==> config.mk <==
export PLATFORM = sky130hd
export DESIGN_NAME = scba_heads
export DESIGN_NICKNAME = d
export VERILOG_FILES = /design/src/hdl/scba_pkg.sv /design/src/hdl/scba_heads.sv
export SDC_FILE = /design/constraint.sdc
export NUM_CORES = 1
export LEC_CHECK = 0
export BUFFER_PORTS_ARGS = -buffer_cell sky130_fd_sc_hd__buf_2
export CAP_MARGIN = 20
export CORE_ASPECT_RATIO = 0.75
export CORE_MARGIN = 1.5
export CORE_UTILIZATION = 30
export DETAILED_ROUTE_END_ITERATION = 6
export PLACE_DENSITY_LB_ADDON = 0.15
export SYNTH_ARGS = -nofsm -noshare
export SYNTH_HDL_FRONTEND = slang
export SYNTH_SLANG_ARGS = --single-unit
==> constraint.sdc <==
create_clock -name i_clk -period 5.5 [get_ports i_clk]
set_input_delay 1.1 -clock i_clk [delete_from_list [all_inputs] [get_ports i_clk]]
set_output_delay 1.1 -clock i_clk [all_outputs]
set_load 0.02 [all_outputs]
==> src/hdl/scba_pkg.sv <==
`timescale 1ns / 1ps
// Shared types, codes and size-class tables for the size-class block allocator.
package scba_pkg;

    localparam int ADDR_W      = 16;
    localparam int LINK_AW     = 12;
    localparam int LINK_DEPTH  = 4096;
    localparam int CLASS_COUNT = 7;
    localparam int CLS_W       = 3;
    localparam int CSZ_W       = 9;

    localparam logic [11:0] MAX_SMALL = 12'd256;

    localparam logic ACT_ALLOC = 1'b0;
    localparam logic ACT_FREE  = 1'b1;

    // Carve order: 128, 64, 48, 32 byte classes.
    localparam logic [CLS_W-1:0] CARVE_FIRST = 3'd4;
    localparam logic [CLS_W-1:0] CARVE_LAST  = 3'd1;

    typedef logic [CLS_W-1:0] t_cls;

    typedef enum logic [1:0] {
        ST_OK        = 2'd0,
        ST_TOO_LARGE = 2'd1,
        ST_NO_MEMORY = 2'd2
    } t_status;

    typedef enum logic [2:0] {
        S_IDLE,
        S_EXEC,
        S_POP,
        S_CARVE,
        S_OPEN
    } t_state;

    typedef struct packed {
        logic               valid;
        logic [LINK_AW-1:0] idx;
    } t_link;

    typedef struct packed {
        logic  en;
        t_cls  cls;
        t_link value;
    } t_head_wr;

    typedef struct packed {
        logic               en;
        logic [LINK_AW-1:0] addr;
        t_link              data;
    } t_link_wr;

    typedef struct packed {
        logic               en;
        logic [LINK_AW-1:0] addr;
    } t_link_rd;

    typedef struct packed {
        logic              valid;
        logic [ADDR_W-1:0] addr;
        t_status           status;
    } t_result;

    function automatic t_cls size_to_class(input logic [11:0] s);
        t_cls c;
        if (s <= 12'd16) c = 3'd0;
        else if (s <= 12'd32) c = 3'd1;
        else if (s <= 12'd48) c = 3'd2;
        else if (s <= 12'd64) c = 3'd3;
        else if (s <= 12'd128) c = 3'd4;
        else if (s <= 12'd192) c = 3'd5;
        else c = 3'd6;
        return c;
    endfunction

    function automatic logic [CSZ_W-1:0] class_size(input t_cls c);
        logic [CSZ_W-1:0] sz;
        case (c)
            3'd0:    sz = 9'd16;
            3'd1:    sz = 9'd32;
            3'd2:    sz = 9'd48;
            3'd3:    sz = 9'd64;
            3'd4:    sz = 9'd128;
            3'd5:    sz = 9'd192;
            default: sz = 9'd256;
        endcase
        return sz;
    endfunction

endpackage

==> src/hdl/scba_heads.sv <==
`timescale 1ns / 1ps
// Per-class free-list heads, cleared to empty at reset.
module scba_heads (
    input  logic               i_clk,
    input  logic               i_rst_n,
    input  scba_pkg::t_head_wr i_wr,
    input  scba_pkg::t_cls     i_rd_cls,
    output scba_pkg::t_link    o_rd_head
);
    import scba_pkg::*;

    t_link r_head [CLASS_COUNT];

    always_ff @(posedge i_clk) begin
        if (!i_rst_n) begin
            for (int i = 0; i < CLASS_COUNT; i++) begin
                r_head[i] <= '0;
            end
        end else if (i_wr.en) begin
            r_head[i_wr.cls] <= i_wr.value;
        end
    end

    assign o_rd_head = r_head[i_rd_cls];

endmodule

==> reports/metrics.yaml <==
status:
  outcome: "completed"
logic_synthesis:
  yosys_register_bits: 104
  synth-simple-area-share_pct: 9.85
  synthTopCellsByCount: "91 x edfxtp_1, 66 x nor2_1, 26 x nand2_1"
  syn_area_um2: 4560
  synth.mux.area_fraction_pct: 17.2
  synth_top_area_cell: "edfxtp_1"
  synth-adder-area-share_pct: 0
  ys_types: 28
  netlist_instances: 302
  synth_xor_area_share_pct: 0
  ys_seq_area_share_pct: 65.6
  ys_warn_count: 0
  synth_compound_area_share_pct: 2.52
  synth_ff_type: "edfxtp_1"
  yosys-top-cells-area: "edfxtp_1 60%, mux4_1 7.5%, dfxtp_1 5.7%"
  synth_area_per_cell_um2: 15.1
  yosysTopAreaCellShare_pct: 59.9
  synth_top_family_by_area: "multiplexers"
  async_flop_share_pct: 0
  synth_fp_nets: 324
  synth.most_common_cell: "edfxtp_1"
  synth_edf_count: 91
worst_setup_path:
  crit_type: "input pin to output port"
  rr_startpoint: "r_head[6][12]$_SDFFE_PN0P_"
  cp_slowest_cell: "mux4_4"
  start_kind: "input pin"
  cp_max_fo: 26
  worstPathCellList: "buf_2 > mux4_4 > mux2_2 > buf_2"
  cp_slowest_stage_delay_ns: 0.72
  arrival_ns: 2.93
  cpMostUsedCell: "buf_2"
  worstPathRequired_ns: 4.40
  cp-end-kind: "output port"
  r2r.worst_path.cells: 2
  timing.rr.end: "r_head[6][12]$_SDFFE_PN0P_"
  reg2reg_slack_ns: 4.89
global_route:
  grt_antenna_before_repair: 0
  grt.total_usage_pct: 14.4
  grt_max_degree: 27
  grt_pass1_vias: 2595
  grt_pass1_wl_um: 16100
  overflow: 0
timing:
  timing.fmax_mhz: 248
  setup_viol: 0
  fin_crit_sh_pct: 73.3
  slew_headroom_pct: 39.8
  finalHoldViolations: 0
  rsz0062_at_grt: "no"
  tightest_slew_ns: 0.900
  tns_ns: 0
  fin_hold_ws_ns: 0.460
  final.setup_skew_ns: 0
  drv_slew: 0
  period_needed_ns: 4.03
clock_network:
  cts-htree-levels: 3
  cts_tree: "yes"
  clock_path_buffers: 2
  hold_buffers: 0
  cts_resized: 0
  cts.root.buffer_cell: "clkbuf_16"
  insertion_delay_ns: 0.34
  cts_buffers: 9
  cts_sinks: 104
  cts_setup_buffers: 0
  clkTransAtPathRegs_ns: 0.07
floorplanning:
  dieArea_um2: 16000
  rows: 38
  die_h_um: 110
  core_area_um2: 14600
  die_w_um: 145
  initial_core_util_pct: 31.1
  pin_count: 35
worst_hold_path:
  hp-class: "register to register"
  holdPathEnd: "r_head[6][6]$_SDFFE_PN0P_"
  hold_depth: 2
  worstHoldStart: "r_head[6][6]$_SDFFE_PN0P_"
finish:
  areaGrowthSynthToFinish_pct: 14.5
  instances_no_fill: 538
  num_antenna_cells: 0
  final_util_pct: 35.7
  largest_reg_flops: 104
  drive_gt1_share_pct: 24.6
  nNetsFinal: 355
  largest_register: "r_head"
  top_regs: "r_head x104"
flow_run:
  maxCapViolCount: 0
power:
  leakage_nw: 1.89
  vdd_drop_max_v: 0.000152
  cellPowerDensity_nw_per_um2: 347
placed_design:
  placed_cells: 522
  gp_congestion: 0.724
  portBuffers: 34
  dp_hpwl_um: 6700
drt:
  wl_per_cell_um: 20.4
  routed_wl_um: 11000
  num_vias: 2605
  remaining_drc_errors: 0
  antenna_left: 0
  vias_per_cell: 4.84
  drt-initial-drc-count: 222
  dr.pass1.iters: 4
## stage by stage
step | setup slack (ns) | total power [mW] | instance area (µm²)
global placement | 1.41 | 1.09 | 4860
CTS | 1.41 | 1.83 | 5220
detailed placement | 1.40 | 1.09 | 4870
floorplan | 2.16 | 1.03 | 4560
finish | 1.47 | 1.81 | 5220
global route | 1.34 | 1.87 | 5220
## power by group
part,leakage [nW],internal (mW),switching [mW]
Sequential,0.957,0.901,0.0101
Combinational,0.770,0.0648,0.0951
Clock,0.165,0.459,0.284
## routing by layer
layer,track usage [%],up-vias,wire length [µm]
met5,0,-,0
met4,3.64,0,111
met2,23.5,77,5150
li1,-,1186,-
met3,3.49,12,571
met1,19.5,1330,5170
## worst max path at each step
stage | from | to | slack [ns]
floorplan | i_rd_cls[1] | o_rd_head[0] | 2.16
global placement | i_rd_cls[1] | o_rd_head[1] | 1.41
detailed placement | i_rd_cls[1] | o_rd_head[1] | 1.40
CTS | i_rd_cls[1] | o_rd_head[1] | 1.41
global route | i_rd_cls[1] | o_rd_head[1] | 1.34
finish | i_rd_cls[1] | o_rd_head[1] | 1.47
## area by class of cell
class / instances / area (µm²)
multi-input cells: 164 / 1360
clock inverters: 6 / 114
well taps: 200 / 250
repair buffers: 40 / 219
inverters: 14 / 52.6
clock buffers: 10 / 239
flip-flops and latches: 104 / 2990
fillers: 1441 / 9420
## cell usage in the layout (no fill, tap or decap), types with 2 or more instances in the layout
cell type / n
clkinvlp_4: 2
or4b_1: 2
bufinv_16: 3
clkbuf_16: 9
dfxtp_1: 13
mux2_2: 13
o22a_1: 6
nand2_1: 26
nand3_1: 8
buf_4: 5
mux4_2: 11
nor2_1: 66
mux4_1: 13
mux4_4: 2
edfxtp_1: 91
o21ai_0: 7
buf_2: 34
inv_1: 14
## cells by family (layout without fill, tap and decap cells)
logic type / after synthesis / after routing
DFF: 104 / 104
buffers and inverters: 34 / 70
AOI/OAI and AO/OA: 17 / 17
and+or+nand+nor: 108 / 108
muxes: 39 / 39
## critical path, delay by kind of cell
family   cells  cell delay (ns)
mux          2             0.99
buf+inv      2             0.82
Power figures use the tool's default switching activity.
