### src/hdl/scba_pkg.sv
`timescale 1ns / 1ps
// Shared types, codes and size-class tables for the size-class block allocator.
package scba_pkg;

    localparam int ADDR_W      = 16;
    localparam int LINK_AW     = 12;
    localparam int LINK_DEPTH  = 4096;
    localparam int CLASS_COUNT = 7;
    localparam int CLS_W       = 3;
    localparam int CSZ_W       = 9;

    localparam logic [11:0] MAX_SMALL = 12'd256;

    localparam logic ACT_ALLOC = 1'b0;
    localparam logic ACT_FREE  = 1'b1;

    // Carve order: 128, 64, 48, 32 byte classes.
    localparam logic [CLS_W-1:0] CARVE_FIRST = 3'd4;
    localparam logic [CLS_W-1:0] CARVE_LAST  = 3'd1;

    typedef logic [CLS_W-1:0] t_cls;

    typedef enum logic [1:0] {
        ST_OK        = 2'd0,
        ST_TOO_LARGE = 2'd1,
        ST_NO_MEMORY = 2'd2
    } t_status;

    typedef enum logic [2:0] {
        S_IDLE,
        S_EXEC,
        S_POP,
        S_CARVE,
        S_OPEN
    } t_state;

    typedef struct packed {
        logic               valid;
        logic [LINK_AW-1:0] idx;
    } t_link;

    typedef struct packed {
        logic  en;
        t_cls  cls;
        t_link value;
    } t_head_wr;

    typedef struct packed {
        logic               en;
        logic [LINK_AW-1:0] addr;
        t_link              data;
    } t_link_wr;

    typedef struct packed {
        logic               en;
        logic [LINK_AW-1:0] addr;
    } t_link_rd;

    typedef struct packed {
        logic              valid;
        logic [ADDR_W-1:0] addr;
        t_status           status;
    } t_result;

    function automatic t_cls size_to_class(input logic [11:0] s);
        t_cls c;
        if (s <= 12'd16) c = 3'd0;
        else if (s <= 12'd32) c = 3'd1;
        else if (s <= 12'd48) c = 3'd2;
        else if (s <= 12'd64) c = 3'd3;
        else if (s <= 12'd128) c = 3'd4;
        else if (s <= 12'd192) c = 3'd5;
        else c = 3'd6;
        return c;
    endfunction

    function automatic logic [CSZ_W-1:0] class_size(input t_cls c);
        logic [CSZ_W-1:0] sz;
        case (c)
            3'd0:    sz = 9'd16;
            3'd1:    sz = 9'd32;
            3'd2:    sz = 9'd48;
            3'd3:    sz = 9'd64;
            3'd4:    sz = 9'd128;
            3'd5:    sz = 9'd192;
            default: sz = 9'd256;
        endcase
        return sz;
    endfunction

endpackage

### src/hdl/scba_ctrl.sv
`timescale 1ns / 1ps
// Request sequencer: list pop and push, bump pointer, carving and page opening.
module scba_ctrl #(
    parameter int PAGE_BYTES = 4096,
    parameter int PAGE_COUNT = 16
) (
    input  logic                            i_clk,
    input  logic                            i_rst_n,
    input  logic                            i_in_valid,
    output logic                            o_in_stall,
    input  logic                            i_action,
    input  logic [11:0]                     i_size_bytes,
    input  logic [scba_pkg::ADDR_W-1:0]     i_block_address,
    input  logic                            i_out_free,
    output scba_pkg::t_result               o_result,
    output scba_pkg::t_head_wr              o_head_wr,
    output scba_pkg::t_cls                  o_head_rd_cls,
    input  scba_pkg::t_link                 i_head,
    output scba_pkg::t_link_wr              o_link_wr,
    output scba_pkg::t_link_rd              o_link_rd,
    input  scba_pkg::t_link                 i_link_rdata
);
    import scba_pkg::*;

    localparam int OFS_W = $clog2(PAGE_BYTES + 1);
    localparam int PG_W  = $clog2(PAGE_COUNT + 1);

    t_state r_state, n_state;

    logic               r_big, n_big;
    logic               r_free, n_free;
    t_cls               r_cls_req, n_cls_req;
    logic [LINK_AW-1:0] r_addr_idx, n_addr_idx;
    logic [LINK_AW-1:0] r_pop_idx, n_pop_idx;
    t_cls               r_carve_cls, n_carve_cls;
    logic [OFS_W-1:0]   r_offset, n_offset;
    logic [OFS_W-1:0]   r_room, n_room;
    logic [PG_W-1:0]    r_pages, n_pages;
    logic [ADDR_W-1:0]  r_base, n_base;

    logic               accept;
    logic [OFS_W-1:0]   sz_req;
    logic [OFS_W-1:0]   sz_carve;
    logic [ADDR_W-1:0]  bump_addr;
    logic [ADDR_W-1:0]  new_base;
    logic               room_ok;
    logic               carve_ok;

    assign accept    = i_in_valid && (r_state == S_IDLE);
    assign sz_req    = OFS_W'(class_size(r_cls_req));
    assign sz_carve  = OFS_W'(class_size(r_carve_cls));
    assign bump_addr = ADDR_W'(32'(r_base) + 32'(r_offset));
    assign new_base  = (r_pages == '0) ? r_base : ADDR_W'(32'(r_base) + 32'(PAGE_BYTES));
    assign room_ok   = r_room >= sz_req;
    assign carve_ok  = r_room >= sz_carve;
    assign o_head_rd_cls = (r_state == S_CARVE) ? r_carve_cls : r_cls_req;
    assign o_in_stall    = (r_state != S_IDLE);

    always_comb begin
        n_state = r_state;
        case (r_state)
            S_IDLE: begin
                if (accept) n_state = S_EXEC;
            end
            S_EXEC: begin
                if (r_big || r_free) begin
                    if (i_out_free) n_state = S_IDLE;
                end else if (i_head.valid) begin
                    n_state = S_POP;
                end else if (room_ok) begin
                    if (i_out_free) n_state = S_IDLE;
                end else begin
                    n_state = S_CARVE;
                end
            end
            S_POP: begin
                if (i_out_free) n_state = S_IDLE;
            end
            S_CARVE: begin
                if (!carve_ok && (r_carve_cls == CARVE_LAST)) n_state = S_OPEN;
            end
            S_OPEN: begin
                if (i_out_free) n_state = S_IDLE;
            end
            default: n_state = S_IDLE;
        endcase
    end

    always_comb begin
        n_big       = r_big;
        n_free      = r_free;
        n_cls_req   = r_cls_req;
        n_addr_idx  = r_addr_idx;
        n_pop_idx   = r_pop_idx;
        n_carve_cls = r_carve_cls;
        n_offset    = r_offset;
        n_room      = r_room;
        n_pages     = r_pages;
        n_base      = r_base;
        o_result    = '{valid: 1'b0, addr: '0, status: ST_OK};
        o_head_wr   = '0;
        o_link_wr   = '0;
        o_link_rd   = '0;
        case (r_state)
            S_IDLE: begin
                if (accept) begin
                    n_big       = i_size_bytes > MAX_SMALL;
                    n_free      = i_action == ACT_FREE;
                    n_cls_req   = size_to_class(i_size_bytes);
                    n_addr_idx  = i_block_address[ADDR_W-1:4];
                    n_carve_cls = CARVE_FIRST;
                end
            end
            S_EXEC: begin
                if (r_big) begin
                    if (i_out_free) o_result = '{valid: 1'b1, addr: '0, status: ST_TOO_LARGE};
                end else if (r_free) begin
                    if (i_out_free) begin
                        o_link_wr = '{en: 1'b1, addr: r_addr_idx, data: i_head};
                        o_head_wr = '{en: 1'b1, cls: r_cls_req,
                                      value: '{valid: 1'b1, idx: r_addr_idx}};
                        o_result  = '{valid: 1'b1, addr: '0, status: ST_OK};
                    end
                end else if (i_head.valid) begin
                    o_link_rd = '{en: 1'b1, addr: i_head.idx};
                    n_pop_idx = i_head.idx;
                end else if (room_ok) begin
                    if (i_out_free) begin
                        o_result = '{valid: 1'b1, addr: bump_addr, status: ST_OK};
                        n_offset = r_offset + sz_req;
                        n_room   = r_room - sz_req;
                    end
                end
            end
            S_POP: begin
                if (i_out_free) begin
                    o_head_wr = '{en: 1'b1, cls: r_cls_req, value: i_link_rdata};
                    o_result  = '{valid: 1'b1, addr: {r_pop_idx, 4'b0000}, status: ST_OK};
                end
            end
            S_CARVE: begin
                if (carve_ok) begin
                    o_link_wr = '{en: 1'b1, addr: bump_addr[ADDR_W-1:4], data: i_head};
                    o_head_wr = '{en: 1'b1, cls: r_carve_cls,
                                  value: '{valid: 1'b1, idx: bump_addr[ADDR_W-1:4]}};
                    n_offset  = r_offset + sz_carve;
                    n_room    = r_room - sz_carve;
                end else if (r_carve_cls != CARVE_LAST) begin
                    n_carve_cls = r_carve_cls - 3'd1;
                end
            end
            S_OPEN: begin
                if (i_out_free) begin
                    if (r_pages >= PG_W'(PAGE_COUNT)) begin
                        o_result = '{valid: 1'b1, addr: '0, status: ST_NO_MEMORY};
                    end else begin
                        n_pages  = r_pages + PG_W'(1);
                        n_base   = new_base;
                        n_offset = sz_req;
                        n_room   = OFS_W'(PAGE_BYTES) - sz_req;
                        o_result = '{valid: 1'b1, addr: new_base, status: ST_OK};
                    end
                end
            end
            default: ;
        endcase
    end

    always_ff @(posedge i_clk) begin
        if (!i_rst_n) begin
            r_state  <= S_IDLE;
            r_offset <= '0;
            r_room   <= '0;
            r_pages  <= '0;
            r_base   <= '0;
        end else begin
            r_state  <= n_state;
            r_offset <= n_offset;
            r_room   <= n_room;
            r_pages  <= n_pages;
            r_base   <= n_base;
        end
    end

    always_ff @(posedge i_clk) begin
        r_big       <= n_big;
        r_free      <= n_free;
        r_cls_req   <= n_cls_req;
        r_addr_idx  <= n_addr_idx;
        r_pop_idx   <= n_pop_idx;
        r_carve_cls <= n_carve_cls;
    end

    // A link write is always half of a push onto the same block index.
    a_push_pair: assert property (@(posedge i_clk) disable iff (!i_rst_n)
        o_link_wr.en |-> (o_head_wr.en && o_head_wr.value.valid
                          && (o_head_wr.value.idx == o_link_wr.addr)))
        else $error("link write without matching head push");

    // Once a page is open, bump pointer and room always span the whole page.
    a_page_sum: assert property (@(posedge i_clk) disable iff (!i_rst_n)
        (r_pages != '0) |-> ((OFS_W+1)'(r_offset) + (OFS_W+1)'(r_room)
                             == (OFS_W+1)'(PAGE_BYTES)))
        else $error("page offset and room out of step");

    a_result_room: assert property (@(posedge i_clk) disable iff (!i_rst_n)
        o_result.valid |-> i_out_free)
        else $error("result issued into a full output register");

    a_pop_follow: assert property (@(posedge i_clk) disable iff (!i_rst_n)
        o_link_rd.en |=> (r_state == S_POP))
        else $error("link read not followed by pop completion");

endmodule

### config.mk
export PLATFORM = sky130hd
export DESIGN_NAME = scba_ctrl
export DESIGN_NICKNAME = d
export VERILOG_FILES = /design/src/hdl/scba_pkg.sv /design/src/hdl/scba_ctrl.sv
export SDC_FILE = /design/constraint.sdc
export NUM_CORES = 1
export LEC_CHECK = 0
export BUFFER_PORTS_ARGS = -buffer_cell sky130_fd_sc_hd__buf_4
export CORE_MARGIN = 4
export CORE_UTILIZATION = 47
export DETAILED_ROUTE_END_ITERATION = 7
export PLACE_DENSITY = 0.83
export SYNTH_ARGS = -nofsm -noshare
export SYNTH_HDL_FRONTEND = slang
export SYNTH_SLANG_ARGS = --single-unit
### constraint.sdc
create_clock -name i_clk -period 3.09 [get_ports i_clk]
set_clock_uncertainty 0.15 [all_clocks]
set_input_delay 0.1545 -clock i_clk [delete_from_list [all_inputs] [get_ports i_clk]]
set_output_delay 0.1545 -clock i_clk [all_outputs]
set_load 0.02 [all_outputs]
==> results of run 1 <==
## layer usage
layer	GRT usage [%]	wire [µm]
met3	6.25	2010
met4	11.1	1220
met5	0	0
met1	36.1	6940
met2	53.0	10300
## registers in the layout, indices dropped and copies added, names as in the netlist
name	flops
r_base	4
r_big	1
r_pop_idx	12
r_pages	5
r_addr_idx	12
r_cls_req	3
r_room	9
r_free	1
r_carve_cls	3
r_offset	9
r_state	3
## logic make-up after synthesis
group | Yosys count | share of synthesized area (%)
other | 1 | 0.0827
AO/OA/AOI/OAI | 147 | 22.9
AND/OR/NAND/NOR | 195 | 22.6
adder cells (fa/ha/maj) | 30 | 8.77
buffers and inverters | 64 | 6.01
multiplexers | 5 | 1.16
flip-flops | 62 | 34.4
XOR/XNOR | 21 | 4.05
## synthesized netlist by cell type (10+ instances only)
cell                       count  area share (%)
sky130_fd_sc_hd__a22o_1       18             3.5
sky130_fd_sc_hd__nor2_1       46             3.8
sky130_fd_sc_hd__clkbuf_1     29             2.4
sky130_fd_sc_hd__and2_1       25             3.4
sky130_fd_sc_hd__ha_1         27             7.4
sky130_fd_sc_hd__xor2_1       13             2.5
sky130_fd_sc_hd__nand2_1      48             4.0
sky130_fd_sc_hd__edfxtp_1     32              21
sky130_fd_sc_hd__inv_1        27             2.2
sky130_fd_sc_hd__a21oi_1      24             2.6
sky130_fd_sc_hd__a21o_1       10             1.7
sky130_fd_sc_hd__nand3_1      10             1.1
sky130_fd_sc_hd__dfxtp_1      30              13
sky130_fd_sc_hd__o21ai_0      32             3.5
## worst max-delay path: stages, from the launching register on
cell and delay (ns):
sky130_fd_sc_hd__edfxtp_1 0.52, sky130_fd_sc_hd__inv_2 0.13, sky130_fd_sc_hd__ha_4 0.19, sky130_fd_sc_hd__nor2_2 0.15, sky130_fd_sc_hd__o21ai_4 0.09, sky130_fd_sc_hd__ha_4 0.23
sky130_fd_sc_hd__a21oi_2 0.17, sky130_fd_sc_hd__nand2_2 0.11, sky130_fd_sc_hd__nor3_4 0.30, sky130_fd_sc_hd__nor2_4 0.08, sky130_fd_sc_hd__buf_6 0.15, sky130_fd_sc_hd__a222oi_1 0.37
sky130_fd_sc_hd__inv_1 0.10, sky130_fd_sc_hd__buf_6 0.14
## metrics by stage
step	setup slack [ns]	power [mW]	std cells	utilization (%)	hold slack (ns)
after floorplan	0.0562	1.01	528	-	0.103
after detailed placement	-0.0749	1.11	791	62.7	0.184
after global routing	-0.424	2.03	874	79.4	0.0429
after CTS	-0.149	1.93	856	74.4	0.0190
final	-0.326	1.99	874	79.4	0.0184
after global placement	0.0547	1.11	791	62.7	0.183
## worst max path at each step
| stage | endpoint | slack (ns) | depth (start not counted) |
|---|---|---|---|
| 3_5_place_dp | r_offset[12]$_SDFFE_PN0P_ | -0.07 | 13 |
| 6_report | o_head_wr[2] | -0.33 | 13 |
| 2_1_floorplan | o_result[14] | 0.06 | 12 |
| 3_3_place_gp | o_head_wr[2] | 0.05 | 14 |
| 4_1_cts | o_head_wr[2] | -0.15 | 13 |
| 5_1_grt | o_head_wr[1] | -0.42 | 13 |
## area by class of cell
class | count | area, µm²
multi-input cells | 402 | 3270
repair buffers | 238 | 2100
clock buffers | 10 | 138
fillers | 482 | 1920
well taps | 129 | 161
inverters | 27 | 101
flip-flops and latches | 62 | 1560
clock inverters | 6 | 70.1
## power breakdown
part           internal [mW]  leakage (nW)  switching [mW]
logic                  0.159          2.63           0.156
clock network          0.398        0.0951           0.379
registers              0.882         0.534          0.0131
total                   1.44          3.26           0.548
## what timing repair did
item | 4_1_cts | 5_1_grt
endpoints found under the hold margin | 33 | 0
buffers inserted | 15 | 16
hold buffers | 32 | 0
endpoints found under the setup margin | 57 | 76
pin swaps | 20 | 27
resized for setup | 104 | 72
cloned | 3 | 2
## cell usage in the layout (no fill, tap or decap), types with 8 or more instances in the layout
master                          netlist  layout
sky130_fd_sc_hd__a21o_1              10      10
sky130_fd_sc_hd__a21oi_1             24      15
sky130_fd_sc_hd__a21oi_2              0       8
sky130_fd_sc_hd__a22o_1              18      16
sky130_fd_sc_hd__and2_1              25      12
sky130_fd_sc_hd__and2_4               0      13
sky130_fd_sc_hd__buf_4                4     155
sky130_fd_sc_hd__buf_6                2      44
sky130_fd_sc_hd__clkbuf_8             0      10
sky130_fd_sc_hd__dfxtp_1             30      30
sky130_fd_sc_hd__dlygate4sd3_1        0      32
sky130_fd_sc_hd__edfxtp_1            32      32
sky130_fd_sc_hd__ha_1                27      15
sky130_fd_sc_hd__ha_4                 0      11
sky130_fd_sc_hd__inv_1               27      24
sky130_fd_sc_hd__nand2_1             48      44
sky130_fd_sc_hd__nand3_1             10       8
sky130_fd_sc_hd__nor2_1              46      35
sky130_fd_sc_hd__nor2b_1              8       8
sky130_fd_sc_hd__o21ai_0             32      20
sky130_fd_sc_hd__xor2_1              13      12
==> results_tabular.tex, run 1 <==
\begin{tabular}{lr}
\hline
Metric & Value \\
\hline
\multicolumn{2}{l}{\textbf{Status}} \\
Outcome & finished with violations \\
Violations in the final reports & negative setup slack \\
\multicolumn{2}{l}{\textbf{Yosys}} \\
Fraction of registers with async set or reset after synthesis & 0\% \\
Post-Synthesis Mean Instance Area & 8.64 µm² \\
Count of distinct cell types in the synthesized netlist & 63 \\
Cell area after technology mapping & 0.00454 mm² \\
Top\_reg\_cell synth & sky130\_fd\_sc\_hd\_\_edfxtp\_1 \\
Portion of the post-synthesis area used by sequential elements & 34.4\% \\
Gate Count Post-Synth & 525 \\
Number of storage elements in the synthesis netlist & 62 \\
Synth warnings & 0 \\
Post-synth EDFFs & 32 \\
\multicolumn{2}{l}{\textbf{Global route}} \\
Maximum number of pins on one net before global-route repair & 28 \\
Initial antenna violation count & 0 \\
Aggregate global-route resource usage & 30.1\% \\
Number of global-route vias before repair & 5229 \\
Total gr overflow & 0 \\
Global-route wire length before repair & 27100 µm \\
\multicolumn{2}{l}{\textbf{Floorplanning}} \\
Count of standard-cell rows & 35 \\
Die area & 0.0113 mm² \\
I/O pins & 138 \\
Core ar. & 0.00933 mm² \\
Starting density of the core & 48.6\% \\
Die span in y & 106 µm \\
Width of the die & 106 µm \\
\multicolumn{2}{l}{\textbf{Route}} \\
Detailed-routing iteration count for the pre-antenna-repair pass & 6 \\
DRC violation count after routing & 0 \\
Post-detailed-route count of antenna-violating nets & 0 \\
Wire length per cell after detailed routing & 23.4 µm \\
Via count & 5668 \\
Detailed Route WL & 20500 µm \\
Drt via density & 6.49 \\
Initial DRC Count & 750 \\
\multicolumn{2}{l}{\textbf{Worst setup path}} \\
First element of the critical path & r\_carve\_cls[0]\$\_SDFFCE\_PN0P\_ \\
Worst Setup End Kind & output port \\
FF-to-FF Start & r\_carve\_cls[0]\$\_SDFFCE\_PN0P\_ \\
Capture instance of the worst register-to-register path & r\_offset[12]\$\_SDFFE\_PN0P\_ \\
Reg2reg path depth & 14 \\
Critical Path AT & 3.11 ns \\
Reg-to-reg slack, setup & -0.27 ns \\
Required time at the endpoint of the critical path & 2.79 ns \\
Path type of the worst setup path & flop to output port \\
Largest driver fanout on the critical path & 5 \\
Kind of launch point of the worst setup path & flop \\
\multicolumn{2}{l}{\textbf{Final layout}} \\
Proportion of layout cells with a drive suffix above 1 & 43.1\% \\
Area of all placed cells without fillers & 0.00741 mm² \\
Final Net Count & 829 \\
Growth of design area from synthesis to finish & 63.3\% \\
Antenna cell count & 0 \\
\multicolumn{2}{l}{\textbf{Timing}} \\
Minimum period implied by the final worst setup slack & 3.42 ns \\
Achievable frequency & 293 MHz \\
Post-route fraction of the period consumed by the critical path & 111\% \\
Fin Setup TNS & -13.96 ns \\
Rel. slew slack & 32.1\% \\
Number of max-slew violations in the final report & 0 \\
Setup-failing EPs final & 77 \\
Hold violation total from the final report & 0 \\
Crit path setup slack, layout & -0.326 ns \\
Slew at the pin closest to its max-slew limit & 1.02 ns \\
Unrepaired setup endpoints after global routing & yes \\
\multicolumn{2}{l}{\textbf{Clock network}} \\
Number of buffers added by the clock tree synthesis step & 9 \\
Worst-case clock buffer depth & 2 \\
Depth of the CTS H-tree & 3 \\
Skew-Pair Late Insertion Delay & 0.36 ns \\
Clock tree from TritonCTS & yes \\
Clock transition at the registers of the reported paths & 0.08 ns \\
Master cell of the clock root buffer & sky130\_fd\_sc\_hd\_\_clkbuf\_8 \\
Clk sinks & 62 \\
\multicolumn{2}{l}{\textbf{Hold path}} \\
Min-delay worst type & input port to flop \\
Hold Path Cell Cnt & 3 \\
Startpoint of the most critical hold path & i\_size\_bytes[6] \\
Terminating pin of the worst hold path & r\_cls\_req[0]\$\_SDFFCE\_PP0P\_ \\
\multicolumn{2}{l}{\textbf{Placed design}} \\
HPWL reported at the end of detailed placement & 11200 µm \\
Gpl congestion & 0.878 \\
IO buf count & 129 \\
Placed cell areas & 0.00585 mm² \\
\multicolumn{2}{l}{\textbf{Power and ir drop}} \\
Leakage power figure & 3.26 nW \\
Max VDD drop & 0.330 mV \\
Power Density & 268 mW/mm² \\
\multicolumn{2}{l}{\textbf{Job}} \\
Max-cap violation count & 0 \\
\hline
\end{tabular}
Power figures use the tool's default switching activity.
==> run 2: changes to the inputs <==
- PLACE_DENSITY: 0.83 -> unset
- PLACE_DENSITY_LB_ADDON: unset -> 0.15
==> results_tabular.tex, run 2 (same netlist as run 1, synthesis figures left out) <==
\begin{tabular}{lr}
\hline
Metric & Value \\
\hline
\multicolumn{2}{l}{\textbf{Status}} \\
Outcome & finished with violations (unchanged) \\
Violations in the final reports & negative hold slack, negative setup slack (was negative setup slack) \\
\multicolumn{2}{l}{\textbf{Timing}} \\
Rel. slew slack & 44.7\% (was 32.1\%) \\
Unrepaired setup endpoints after global routing & yes (unchanged) \\
Minimum period implied by the final worst setup slack & 3.28 ns (was 3.42 ns) \\
Crit path setup slack, layout & -0.185 ns (was -0.326 ns) \\
Setup-failing EPs final & 56 (was 77) \\
Slew at the pin closest to its max-slew limit & 0.829 ns (was 1.02 ns) \\
Hold violation total from the final report & 1 (was 0) \\
Achievable frequency & 305 MHz (was 293 MHz) \\
Worst hold slack & -0.00162 ns (was 0.0184 ns) \\
Number of max-slew violations in the final report & 0 (unchanged) \\
Post-route fraction of the period consumed by the critical path & 106\% (was 111\%) \\
\multicolumn{2}{l}{\textbf{Global route}} \\
Global-route wire length before repair & 24800 µm (was 27100 µm) \\
Initial antenna violation count & 0 (unchanged) \\
Aggregate global-route resource usage & 27.5\% (was 30.1\%) \\
Total gr overflow & 0 (unchanged) \\
Number of global-route vias before repair & 4964 (was 5229) \\
Maximum number of pins on one net before global-route repair & 30 (was 28) \\
\multicolumn{2}{l}{\textbf{Worst setup path}} \\
Critical Path AT & 2.97 ns (was 3.11 ns) \\
Reg2reg path depth & 14 (unchanged) \\
Largest driver fanout on the critical path & 5 (unchanged) \\
Required time at the endpoint of the critical path & 2.79 ns (about the same) \\
Cell-by-cell listing of the critical path & buf\_6 -> ha\_4 -> nor2\_4 -> o21ai\_4 -> ha\_4 -> a21oi\_2 -> nand2\_2 -> or3\_4 -> nand2\_8 -> buf\_8 -> o21ai\_4 -> a21o\_1 -> buf\_6 (was inv\_2 -> ha\_4 -> nor2\_2 -> o21ai\_4 -> ha\_4 -> a21oi\_2 -> nand2\_2 -> nor3\_4 -> nor2\_4 -> buf\_6 -> a222oi\_1 -> inv\_1 -> buf\_6) \\
CP bufs+invs & 3 (was 4) \\
Worst Setup End Kind & output port (unchanged) \\
Slowest stage cell on the critical path & sky130\_fd\_sc\_hd\_\_edfxtp\_1 (unchanged) \\
Capture instance of the worst register-to-register path & r\_carve\_cls[2]\$\_SDFFCE\_PN1P\_ (was r\_offset[12]\$\_SDFFE\_PN0P\_) \\
FF-to-FF Start & r\_carve\_cls[1]\$\_SDFFCE\_PN0P\_ (was r\_carve\_cls[0]\$\_SDFFCE\_PN0P\_) \\
Kind of launch point of the worst setup path & flop (unchanged) \\
Cell family contributing the most delay on the critical path & simple AND/OR/NAND/NOR gates (unchanged) \\
Slowest stage delay, CP & 0.47 ns (was 0.52 ns) \\
Path type of the worst setup path & flop to output port (unchanged) \\
Reg-to-reg slack, setup & -0.06 ns (was -0.27 ns) \\
\multicolumn{2}{l}{\textbf{Route}} \\
Initial DRC Count & 528 (was 750) \\
Detailed Route WL & 17400 µm (was 20500 µm) \\
DRC violation count after routing & 0 (unchanged) \\
Via count & 5162 (was 5668) \\
Post-detailed-route count of antenna-violating nets & 0 (unchanged) \\
Drt via density & 5.92 (was 6.49) \\
Detailed-routing iteration count for the pre-antenna-repair pass & 6 (unchanged) \\
Wire length per cell after detailed routing & 20.0 µm (was 23.4 µm) \\
\multicolumn{2}{l}{\textbf{Final layout}} \\
Number of cells in the finished layout apart from fillers & 872 (was 874) \\
Leading cell types in the layout, fill and taps excluded & 142 x sky130\_fd\_sc\_hd\_\_buf\_4, 56 x sky130\_fd\_sc\_hd\_\_buf\_6, 41 x sky130\_fd\_sc\_hd\_\_nand2\_1 (was 155 x sky130\_fd\_sc\_hd\_\_buf\_4, 44 x sky130\_fd\_sc\_hd\_\_nand2\_1, 44 x sky130\_fd\_sc\_hd\_\_buf\_6) \\
Proportion of layout cells with a drive suffix above 1 & 41.3\% (was 43.1\%) \\
Most frequent standard cell in the layout excluding fill and tap cells & sky130\_fd\_sc\_hd\_\_buf\_4 (unchanged) \\
Growth of design area from synthesis to finish & 64.1\% (was 63.3\%) \\
Registers with the highest flip-flop counts & r\_addr\_idx (12), r\_pop\_idx (12) (unchanged) \\
Antenna cell count & 0 (unchanged) \\
Final Net Count & 827 (was 829) \\
\multicolumn{2}{l}{\textbf{Floorplanning}} \\
Die span in y & 106 µm (unchanged) \\
Width of the die & 106 µm (unchanged) \\
Core ar. & 0.00933 mm² (unchanged) \\
Starting density of the core & 48.6\% (unchanged) \\
Die area & 0.0113 mm² (unchanged) \\
I/O pins & 138 (unchanged) \\
Count of standard-cell rows & 35 (unchanged) \\
\multicolumn{2}{l}{\textbf{Hold path}} \\
Hold Path Cell Cnt & 2 (was 3) \\
Min-delay worst type & input port to flop (unchanged) \\
Terminating pin of the worst hold path & r\_cls\_req[1]\$\_SDFFCE\_PP0P\_ (was r\_cls\_req[0]\$\_SDFFCE\_PP0P\_) \\
Startpoint of the most critical hold path & i\_size\_bytes[6] (unchanged) \\
\multicolumn{2}{l}{\textbf{Job}} \\
Max-cap violation count & 0 (unchanged) \\
\multicolumn{2}{l}{\textbf{Placed design}} \\
Dpl cells & 794 (was 791) \\
Post-Place Setup Slack & -0.102 ns (was -0.0749 ns) \\
HPWL reported at the end of detailed placement & 10800 µm (was 11200 µm) \\
Gpl congestion & 0.939 (was 0.878) \\
IO buf count & 129 (unchanged) \\
\multicolumn{2}{l}{\textbf{Clock network}} \\
Clk sinks & 62 (unchanged) \\
Clock transition at the registers of the reported paths & 0.08 ns (about the same) \\
Clock tree from TritonCTS & yes (unchanged) \\
Skew-Pair Late Insertion Delay & 0.36 ns (about the same) \\
Number of buffers added by the clock tree synthesis step & 9 (unchanged) \\
Master cell of the clock root buffer & sky130\_fd\_sc\_hd\_\_clkbuf\_8 (unchanged) \\
Worst-case clock buffer depth & 2 (unchanged) \\
Depth of the CTS H-tree & 3 (unchanged) \\
\multicolumn{2}{l}{\textbf{Power and ir drop}} \\
Power Density & 273 mW/mm² (was 268 mW/mm²) \\
Leakage power figure & 3.25 nW (was 3.26 nW) \\
Max VDD drop & 0.245 mV (was 0.330 mV) \\
\hline
\end{tabular}
-- run 2: cell count changes in the layout (fill, tap and decap cells not counted), moves of 4 or more --
| cell | before | now |
|---|---|---|
| sky130_fd_sc_hd__a21oi_2 | 8 | 4 |
| sky130_fd_sc_hd__a311oi_1 | 0 | 4 |
| sky130_fd_sc_hd__a311oi_2 | 4 | 0 |
| sky130_fd_sc_hd__buf_4 | 155 | 142 |
| sky130_fd_sc_hd__buf_6 | 44 | 56 |
| sky130_fd_sc_hd__nor2_1 | 35 | 40 |
| sky130_fd_sc_hd__nor2_2 | 7 | 1 |
-- run 2: timing repair --
| item | 4_1_cts | 5_1_grt |
|---|---|---|
| buffers inserted | 11 | 17 |
| hold endpoints to repair | 32 | 0 |
| endpoints found under the setup margin | 60 | 77 |
| resized for setup | 99 | 82 |
| hold buffers | 32 | 0 |
| gates cloned | 1 | 2 |
| pin swaps | 27 | 34 |
-- run 2: how the worst max path moves through the flow --
stage,startpoint,endpoint,slack (ns),cells after the start
after global routing,r_carve_cls[1]$_SDFFCE_PN0P_,o_head_wr[1],-0.28,13
after detailed placement,r_carve_cls[0]$_SDFFCE_PN0P_,o_link_wr[8],-0.10,13
final,r_carve_cls[1]$_SDFFCE_PN0P_,o_head_wr[7],-0.19,13
after global placement,r_carve_cls[0]$_SDFFCE_PN0P_,o_link_wr[9],-0.01,13
after floorplan,r_cls_req[1]$_SDFFCE_PP0P_,o_result[14],0.06,12
after CTS,r_carve_cls[0]$_SDFFCE_PN0P_,o_head_wr[5],-0.18,14
-- run 2: cell type report --
class,count,area [µm²]
Multi-Input combinational cell,403,3290
Timing Repair Buffer,235,2120
Fill cell,570,1880
Sequential cell,62,1560
Tap cell,129,161
Clock buffer,10,128
Inverter,27,101
Clock inverter,6,86.3
-- run 2: layer usage --
layer	routed length, µm	part of all wire (%)	vias to the layer above	GRT usage [%]
met5	0	0	-	0
met4	461	2.6	0	8.42
met3	1120	6.4	48	3.34
met2	9220	53	262	50.4
met1	6650	38	2499	33.5
li1	-	-	2353	-
-- run 2: report_power, final --
part | total [mW] | switching, mW | leakage [nW] | internal [mW]
clock | 0.822 | 0.369 | 0.106 | 0.453
sequential | 0.891 | 0.00950 | 0.534 | 0.882
combinational | 0.317 | 0.152 | 2.61 | 0.164
total | 2.03 | 0.531 | 3.25 | 1.50
-- run 2: metrics by stage --
stage               setup TNS [ns]  power (mW)  utilization [%]  area [µm²]
detailed placement           -1.55        1.12             63.0        5870
finish                       -6.15        2.03             79.8        7440
CTS                          -4.43        1.97             74.2        6920
global route                 -9.57        2.08             79.8        7440
global placement            -0.184        1.11             63.0        5870
floorplan                        0        1.01                -        4550
-- run 2: worst reg2reg max path, cell delays in order, from the launching register on --
cell	delay [ns]
sky130_fd_sc_hd__edfxtp_1	0.47
sky130_fd_sc_hd__buf_6	0.16
sky130_fd_sc_hd__ha_4	0.16
sky130_fd_sc_hd__nor2_4	0.12
sky130_fd_sc_hd__o21ai_4	0.07
sky130_fd_sc_hd__ha_4	0.25
sky130_fd_sc_hd__a21oi_2	0.19
sky130_fd_sc_hd__nand2_2	0.10
sky130_fd_sc_hd__nor3_4	0.30
sky130_fd_sc_hd__buf_4	0.17
sky130_fd_sc_hd__buf_4	0.10
sky130_fd_sc_hd__buf_4	0.11
sky130_fd_sc_hd__nand2_2	0.06
sky130_fd_sc_hd__o31ai_2	0.25
sky130_fd_sc_hd__buf_4	0.21
